==> config.mk <==
export PLATFORM = sky130hd
export DESIGN_NAME = twcr_div
export DESIGN_NICKNAME = d
export VERILOG_FILES = /design/src/rtl/core/twcr_pkg.sv /design/src/rtl/core/twcr_div.sv
export SDC_FILE = /design/constraint.sdc
export NUM_CORES = 1
export LEC_CHECK = 0
export BUFFER_PORTS_ARGS = -buffer_cell sky130_fd_sc_hd__buf_4
export CAP_MARGIN = 20
export CELL_PAD_IN_SITES_DETAIL_PLACEMENT = 0
export CELL_PAD_IN_SITES_GLOBAL_PLACEMENT = 2
export CORE_MARGIN = 4
export CORE_UTILIZATION = 38
export DETAILED_ROUTE_END_ITERATION = 8
export PLACE_DENSITY_LB_ADDON = 0.15
export SETUP_SLACK_MARGIN = 0.15
export SLEW_MARGIN = 20
export SYNTH_ARGS = -nofsm -noshare
export SYNTH_HDL_FRONTEND = slang
export SYNTH_SLANG_ARGS = --single-unit
==> constraint.sdc <==
create_clock -name clk -period 4.25 [get_ports clk]
set_input_delay 0.2125 -clock clk [delete_from_list [all_inputs] [get_ports clk]]
set_output_delay 0.2125 -clock clk [all_outputs]
set_load 0.01 [all_outputs]
==> src/rtl/core/twcr_pkg.sv <==
// shared types and constants for the textured wall column renderer
package twcr_pkg;

	localparam int SCREEN_ROWS_DEF = 480;
	localparam int TEX_SIZE_DEF    = 64;
	localparam int TEX_COUNT       = 4;
	localparam int MEM_DEPTH       = 16384;
	localparam int MEM_AW          = 14;
	localparam int DIV_DW          = 32;
	localparam int DIV_VW          = 24;
	localparam logic [23:0] SHADE_MASK = 24'd8355711;

	localparam logic [1:0] REQ_LOAD  = 2'd0;
	localparam logic [1:0] REQ_START = 2'd1;
	localparam logic [1:0] REQ_TICK  = 2'd2;

	localparam logic RES_HEADER = 1'b0;
	localparam logic RES_PIXEL  = 1'b1;

	typedef enum logic [2:0] {
		S_IDLE,
		S_LH,
		S_SETUP,
		S_STEP,
		S_POS,
		S_HDR,
		S_PIX
	} state_t;

	typedef struct packed {
		logic busy;
		logic done;
	} div_stat_t;

endpackage

==> src/rtl/core/twcr_div.sv <==
// restoring divider, one quotient bit per cycle
module twcr_div (
	input  logic                          clk,
	input  logic                          arst_n,
	input  logic                          start,
	input  logic [twcr_pkg::DIV_DW-1:0]   dividend,
	input  logic [twcr_pkg::DIV_VW-1:0]   divisor,
	output twcr_pkg::div_stat_t           stat,
	output logic [twcr_pkg::DIV_DW-1:0]   quotient
);
	import twcr_pkg::*;

	localparam int CW = $clog2(DIV_DW + 1);

	logic [DIV_VW-1:0] rem_q;
	logic [DIV_DW-1:0] quo_q;
	logic [DIV_VW-1:0] dvs_q;
	logic [CW-1:0]     cnt_q;
	logic              busy_q;
	logic              done_q;
	logic [DIV_VW:0]   sh;
	logic [DIV_VW+1:0] diff;
	logic              ge;

	// trial subtract
	assign sh   = {rem_q, quo_q[DIV_DW-1]};
	assign diff = {1'b0, sh} - {2'b00, dvs_q};
	assign ge   = !diff[DIV_VW+1];

	// control
	always_ff @(posedge clk or negedge arst_n) begin
		if (!arst_n) begin
			busy_q <= 1'b0;
			done_q <= 1'b0;
			cnt_q  <= '0;
		end else begin
			done_q <= 1'b0;
			if (start) begin
				busy_q <= 1'b1;
				cnt_q  <= CW'(DIV_DW);
			end else if (busy_q) begin
				cnt_q <= cnt_q - 1'b1;
				if (cnt_q == CW'(1)) begin
					busy_q <= 1'b0;
					done_q <= 1'b1;
				end
			end
		end
	end

	// datapath
	always_ff @(posedge clk) begin
		if (start) begin
			rem_q <= '0;
			quo_q <= dividend;
			dvs_q <= divisor;
		end else if (busy_q) begin
			rem_q <= ge ? diff[DIV_VW-1:0] : sh[DIV_VW-1:0];
			quo_q <= {quo_q[DIV_DW-2:0], ge};
		end
	end

	assign stat.busy = busy_q;
	assign stat.done = done_q;
	assign quotient  = quo_q;

`ifndef SYNTH
	a_start_idle: assert property (@(posedge clk) disable iff (!arst_n) start |-> !busy_q)
		else $error("divider started while busy");
	a_done_end: assert property (@(posedge clk) disable iff (!arst_n) done_q |-> $past(busy_q))
		else $error("divider done without run");
	a_cnt_zero: assert property (@(posedge clk) disable iff (!arst_n)
		!busy_q |-> cnt_q == '0 || $past(start) == 1'b0)
		else $error("divider count left over");
`endif
endmodule

# After elaboration in Yosys (flattened, before gate mapping)
# Cells that the tools add are included.
totals:
  reg_bits: 88
  latchBits: 0
  mem_bits_rw: 0
  rom_bits: 0
  in_bits: 59
  out_inout_bits: 34
  wordCells: 22
  memories: 0
classes:
  n_addsub: 2
  mul: 0
  div: 0
  n_lt_le_gt_ge: 0
  n_eq_ne: 1
  shift: 0
  mux: 11
  n_bitwise: 0
  n_reduce_logical: 2
op_table:
  columns: ["operator", "n"]
  rows:
  - ["32-bit two-way mux", 2]
  - ["25-bit by 24-bit subtractor with 26-bit output", 1]
  - ["24-bit two-way mux", 1]
  - ["6-bit two-way mux", 2]
  - ["6-bit by 1-bit == test with 1-bit output, second input constant", 1]
  - ["1-bit two-way mux", 6]
  - ["6-bit by 1-bit subtractor with 6-bit output, second input constant", 1]
  - ["2-bit nonzero test", 1]
  - ["1-bit zero test", 1]

# Logic depth before layout (Yosys ltp)
# Gate-level depths: netlist of run 1.
depth:
  ltp_word: 4
  ltp_mapped: 11
  depth_no_buf: 10

# Worst setup path before layout of run 1
# OpenSTA, ideal clock, no wires.
synth_path:
  kind: "flip-flop to flip-flop"
  start: "register dvs_q[4]"
  end: "register quo_q[0] (netlist: quotient[0]) (data pin)"
  setup_ns: 0.260
  arrival_ns: 2.245
  required_ns: 3.990
  path_slack_ns: 1.745
  path_stages_with_launch: 10
  n_path_buf: 1
  synth_period_minus_slack_ns: 2.505
  path_cell_list: "edfxtp_1 -> inv_1 -> ha_1 -> a21o_1 -> or3_4 -> o2111a_1 -> o211ai_2 -> nand2_1 -> buf_4 -> mux2_2"
synth_via:
  elab_chain_len: 4
synth_rtl:
  columns: ["element", "line_no", "rtl"]
  rows:
  - ["start, declared", "twcr_div.sv:17", "logic [DIV_VW-1:0] dvs_q;"]
  - ["start signal, assigned", "twcr_div.sv:56", "dvs_q <= divisor;"]
  - ["25-bit by 24-bit subtractor with 26-bit output", "twcr_div.sv:27", "assign diff = {1'b0, sh} - {2'b00, dvs_q};"]
  - ["1-bit zero test", "twcr_div.sv:28", "assign ge = !diff[DIV_VW+1];"]
  - ["32-bit two-way mux", "twcr_div.sv:57", "end else if (busy_q) begin"]
  - ["32-bit two-way mux", "twcr_div.sv:53", "if (start) begin"]
  - ["end signal, assigned", "twcr_div.sv:55", "quo_q <= dividend;"]
  - ["end signal, assigned", "twcr_div.sv:59", "quo_q <= {quo_q[DIV_DW-2:0], ge};"]
  - ["end, declared", "twcr_div.sv:16", "logic [DIV_DW-1:0] quo_q;"]
# Every way passes these cells. The select of a mux whose other input is x is not followed.
# A chain may end at the register's enable or synchronous reset.

# Final worst setup path of run 1
layout_path:
  start: "register dvs_q[18]"
  end: "register quo_q[0] (netlist: quotient[0]) (data pin)"
# The elaborated chain is that of the path after synthesis.

==> results of run 1 <==
## cells by family after synthesis
kind of cell               Yosys count  share of synthesized area
buffers and inverters               54                     0.0479
xor gates and xnor gates            22                     0.0391
muxes                               39                     0.0873
adders and majority gates           27                     0.0700
DFF                                 88                      0.479
AOI/OAI and AO/OA                  118                      0.165
and+or+nand+nor                    117                      0.112
## final cells by class
cell class                      count  area [µm²]
Multi-Input combinational cell    323        2330
Clock inverter                      7        46.3
Inverter                           30         113
Tap cell                          172         215
Timing Repair Buffer               98         738
Sequential cell                    88        2360
Clock buffer                        9         225
Fill cell                        1252        6640
## layer usage
| metal | share of wire | up-vias |
|---|---|---|
| met5 | 0 | - |
| met4 | 0.0070 | 0 |
| met3 | 0.058 | 5 |
| met2 | 0.46 | 68 |
| met1 | 0.48 | 1766 |
| li1 | - | 1875 |
## state kept, by name, summed over array words and instances, names as in the netlist
signal	cells
busy_q	1
cnt_q	6
done_q	1
dvs_q	24
quotient	32
rem_q	24
## power by group
group / switching (mW) / internal, mW
registers: 0.0939 / 1.06
logic: 0.493 / 0.416
clock network: 0.343 / 0.395
## through the flow
stage               hold WS (ps)  setup WS, ps   util  cells  area [µm²]
floorplan                  -83.1          1750      -    465        4930
global placement            38.9          1270  0.454    710        5750
detailed placement          38.9          1070  0.454    710        5750
CTS                         21.6          1070  0.476    727        6030
global route                19.0           761  0.476    727        6030
finish                      41.5          1110  0.476    727        6030
## cell usage after synthesis, types with 3 or more instances
library cell | n | area share
edfxtp_1 | 56 | 0.34
nand2_1 | 46 | 0.035
mux2_2 | 32 | 0.073
inv_1 | 30 | 0.023
o21ai_0 | 30 | 0.030
ha_1 | 26 | 0.066
nor2_1 | 26 | 0.020
dfxtp_1 | 24 | 0.097
a21oi_1 | 23 | 0.023
xnor2_1 | 17 | 0.030
clkbuf_1 | 12 | 0.0091
a21o_1 | 9 | 0.014
nor3_1 | 9 | 0.0091
dfrtp_1 | 8 | 0.041
nand2b_1 | 8 | 0.010
a32oi_1 | 7 | 0.012
mux2i_1 | 7 | 0.014
nand3_1 | 7 | 0.0071
buf_2 | 6 | 0.0061
o21a_1 | 6 | 0.0091
a31oi_1 | 5 | 0.0063
o211ai_1 | 5 | 0.0076
xor2_1 | 5 | 0.0089
a211oi_1 | 4 | 0.0061
a311oi_2 | 4 | 0.012
nor2b_1 | 4 | 0.0051
a311oi_1 | 3 | 0.0053
and3_1 | 3 | 0.0038
buf_4 | 3 | 0.0046
nand4b_1 | 3 | 0.0053
o2111ai_1 | 3 | 0.0053
## final timing paths
check / endpoint / startpoint
setup / recovery: quotient[0] / dvs_q[18]
hold / removal: dvs_q[4] / divisor[4]
setup reg to reg: quotient[0] / dvs_q[18]
hold reg to reg: rem_q[8] / rem_q[8]
max in group asynchronous: cnt_q[5] / arst_n
min in group asynchronous: cnt_q[4] / arst_n
## worst max-delay path, delay by kind of cell (launching register included)
family	cells	cell delay (ps)
compound gates	4	1100
mux	1	450
buf+inv	1	40
flops	1	320
simple gates	1	580
fa+ha+maj	1	400
==> metrics, run 1 <==
total core area 12700 µm²; post-route ant nets 0; fin crit period 3140 ps; via count 3714; met2 Use GR 0.249; WL per Instance 16.1 µm; chip height 122 µm; Power, Total 2.80 mW; Worst Skew ~6.6 ps; # clock sinks 88; # IOs 93; most used routing layer met2; crit start category register; total wire length 11700 µm; global-route wire length before repair 18900 µm; syn avg cell area about 11 µm²; row count between 40 and 50; P&R area growth vs syn 22.3%; layout cells sized above 1 0.276; die extent in x 122 µm; net count after synthesis 551; Worst Path Class, Setup register to register; unrepaired setup endpoints after global routing no; residual DRC count 0; PostCTS Resize Cnt 0; endpoints failing setup 0; R2R cell count 8; Tcrit/Tclk final 0.738; number of global-route vias before repair 3751; H-tree Lvls 3; most common cell after layout, fill and taps aside buf_4; ys flop type edfxtp_1; Slew Limit Fails 0; met3 Use GR 0.0539; Final Hold Viols 0; Reg2Reg Setup Slack ~1100 ps; Placer Congestion 0.778; asr flop ratio synth 0.0909; Vias/cell 5.11; most frequent cells in the layout buf_4, edfxtp_1, nand2_1, mux2_2; Slew HR 0.516; Syn Std Cell Area 4930 µm²; Maximum Capacitance Violations 0; initial core utilization 0.389; Seq/Total Area, Yosys 0.479; clock-pin slew on the worst setup and hold paths 70 ps; FMAX 319 MHz; Total GRT Usage 0.164; Die ar. 14900 µm²; CTS tree built; EDFF count, synth 56; 1st-iter DRT viols between 150 and 200; outcome finished, final reports clean; CTS root buf clkbuf_16; max incr delay on CP 580 ps; CTS Hold Bufs 1; CP Capture Type register; global route overflow 0; Hold Path Depth 1; Worst-Skew Late Latency 340 ps; Pwr Density around 460 nW/µm²; CTS Buf Count 9; detailed-placement wirelength estimate 8460 µm; routing usage on met1 0.222; slowest CP cell nand2_1; Clock Tree Buf Depth 2; cells along the critical path inv_1 -> ha_1 -> a21oi_1 -> o21ai_1 -> a41oi_1 -> a21boi_0 -> nand2_1 -> mux2_2; nets@finish 636; worst-margin pin slew 725 ps; WP data required approximately 4400 ps; VDD IR max 0.275 mV; Post CTS Setup Buffer Count 0; flops & latches, synth 88; Fin Setup TNS 0 ps; post-synth cell types 59; drt first pass iters 4; Synth Warn # 0; Hold/Removal Path Class input port to register; n_diodes 0; Gate Count Post-Synth 465; largest net degree at the start of global routing 61; leakage 2.58 nW; arrival time at the worst endpoint 3230 ps; CP Max Fanout 13; initial antenna violation count 0; I/O Buffers 92
No activity file was read; power rests on OpenSTA's default activity.
==> run 2, diff against run 1 <==
ABC_AREA = 1   (was unset)
CORE_UTILIZATION = 32   (was 38)
clock period = 2.9 ns   (was 4.25 ns; I/O delays follow)
==> metrics, run 2 <==
row count 48 (+17%); die extent in x 141 µm (+16%); largest net degree at the start of global routing 43 (-30%); nets@finish 966 (+52%); Placer Congestion 0.834 (+7.1%); global route overflow 0 (unchanged); P_sw 2.14 mW (+130%); Worst-Skew Late Latency 350 ps (about the same); Final Hold Viols 0 (unchanged); post-synth cell types 41 (-31%); I/O Buffers 92 (unchanged); via count 4968 (+34%); # clock sinks 88 (unchanged); Maximum Capacitance Violations 0 (unchanged); Top cell by count, worst path nand2_1; Largest register FFs 32 (unchanged); Pwr Density 733 nW/µm² (+58%); arrival time at the worst endpoint 2430 ps (-800 ps); most frequent cells in the layout nand2_1, inv_1, buf_4, edfxtp_1, nand3_1; Tcrit/Tclk final 0.762 (+0.0234); Fin Setup TNS 0 ps (unchanged); CTS tree built; net count after synthesis 850 (+54%); Synth top cells by count nand2_1, inv_1, edfxtp_1; WP data required 3120 ps (-1230 ps); Hold/Removal Path Class input port to register; chip height 141 µm (+16%); total core area 17300 µm² (+37%); leakage 3.71 nW (+44%); detailed-placement wirelength estimate 11400 µm (+35%); P&R area growth vs syn 25.2%; Synth Warn # 0 (unchanged); slowest CP cell edfxtp_1; layout cells sized above 1 0.177 (-0.0983); count leader, synth nand2_1; max incr delay on CP 370 ps (-210 ps); cells along the critical path inv_1 -> ha_1 -> nand2_1 -> inv_2 -> nand2_1 -> nand2_1 -> inv_2 -> nand2_2 -> a21oi_4 -> buf_4 -> nand3_1 -> nand3_1 -> o21ai_1; initial core utilization 0.327 (-0.0626); Slew Limit Fails 0 (unchanged); CTS Buf Count 9 (unchanged); fin crit period 2210 ps (-928 ps); flops & latches, synth 88 (unchanged); Worst Path Class, Setup register to register; 1st-iter DRT viols 237 (+29%); ys flop type edfxtp_1; EDFF count, synth 56 (unchanged); sequential power share 0.329 (-0.082); most common cell after layout, fill and taps aside nand2_1; outcome finished, final reports clean; placed cell area 6550 µm² (+14%); WL per Instance 14.0 µm (-13%); top cells by area, synth edfxtp_1, nand2_1, dfxtp_1; Worst Skew 10.1 ps (+3.47 ps); Total GRT Usage 0.161 (-0.00263); n_diodes 0 (unchanged); CTS root buf clkbuf_16; worst-margin pin slew 610 ps (-115 ps); Die ar. 19800 µm² (+34%); crit start category register; CP Max Fanout 9 (-4); # IOs 93 (unchanged); share of the synthesized area in the top cell type 0.298 (-0.0433); global-route wire length before repair 25500 µm (+35%); Slew HR 0.593 (+0.0762); initial antenna violation count 0 (unchanged); # fillers 1861 (+49%); Gate power share 0.453 (+0.128); CP Capture Type register; final instance area 7070 µm² (+17%); Seq/Total Area, Yosys 0.418 (-0.0609); sw frac 0.413 (+0.0803); post-route ant nets 0 (unchanged); Vias/cell 4.48 (-12%); Internal Pwr Total 3.04 mW (+63%); area of the multi-input gates 2650 µm² (+13%); VDD IR max 0.289 mV (+5.2%); Gate Count Post-Synth 764 (+64%); Syn Std Cell Area 5650 µm² (+15%); Clock Tree Buf Depth 2 (unchanged); syn avg cell area 7.40 µm² (-30%); clock-pin slew on the worst setup and hold paths 70 ps (about the same); FMAX 453 MHz (+42%); register area 2360 µm² (unchanged); dominant cell type by area after synthesis edfxtp_1; power share of the clock group 0.218 (-0.046); delay-heaviest family, CP simple AND/OR/NAND/NOR gates; residual DRC count 0 (unchanged); CP Buf/Inv Count 4 (+3); asr flop ratio synth 0.0909 (unchanged); unrepaired setup endpoints after global routing no; endpoints failing setup 0 (unchanged); drt first pass iters 4 (unchanged); total wire length 15600 µm (+33%); number of global-route vias before repair 5041 (+34%); H-tree Lvls 3 (unchanged)
[run 2: cell count changes after synthesis, moves of 15 or more]
cell,before,now
nand2_1,46,314
inv_1,30,127
nand3_1,7,52
mux2_2,32,0
o21ai_0,30,5
nand3_2,0,16
nand3b_1,0,15
[run 2: metrics by stage]
step	total power, mW	setup WS, ps	util	cells	hold slack [ps]
finish	5.18	692	0.409	1110	54.7
global route	5.65	505	0.409	1110	41.7
CTS	5.28	680	0.409	1110	42.4
detailed placement	4.08	710	0.379	1069	-30.5
global placement	4.07	735	0.379	1069	-33.5
floorplan	3.47	1000	-	764	-151
[run 2: kinds of logic after synthesis]
group,after synthesis,synth area share
DFF,88,0.418
and+or+nand+nor,456,0.366
adders and majority gates,27,0.0611
xor gates and xnor gates,9,0.0140
AOI/OAI and AO/OA,28,0.0277
buffers and inverters,156,0.113
[run 2: power groups by stage]
stage                     sequential, mW  combinational [mW]  clock (mW)
final                               1.71                2.35        1.13
after global routing                1.74                2.69        1.23
after CTS                           1.71                2.39        1.18
after detailed placement            1.73                2.35           0
after global placement              1.73                2.34           0
after floorplan                     1.73                1.74           0
[run 2: worst paths after layout]
path / end / cells after the start / slack (ps) / startpoint
hold / removal: quotient[14] / 3 / 50 / dividend[14]
hold reg to reg: rem_q[10] / 2 / 470 / rem_q[10]
min in group asynchronous: cnt_q[2] / 2 / 150 / arst_n
setup / recovery: rem_q[1] / 13 / 690 / dvs_q[16]
max in group asynchronous: cnt_q[5] / 2 / 2610 / arst_n
setup reg to reg: rem_q[1] / 13 / 690 / dvs_q[16]
[run 2: final cells by class]
class                   instances  area share
clock inverters                 6     0.00637
multi-input cells             520       0.374
clock buffers                  10      0.0324
well taps                     225      0.0398
inverters                     137      0.0727
flip-flops and latches         88       0.334
repair buffers                124       0.140
[run 2: worst min-delay path, stage by stage]
cell and delay (ps):
buf_4 70, nand2_1 40, nand2_1 50
[run 2: per-layer routing]
metal	wire length [µm]	track usage	share of wire
met1	7120	0.201	0.46
met2	7380	0.274	0.47
met3	990	0.0529	0.064
met4	82	0.0296	0.0053
met5	0	0	0
[run 2: timing repair]
item / 4_1_cts / 5_1_grt
resized for setup: 0 / 0
hold buffers: 25 / 0
endpoints found under the hold margin: 32 / 0
buffers inserted: 0 / 0
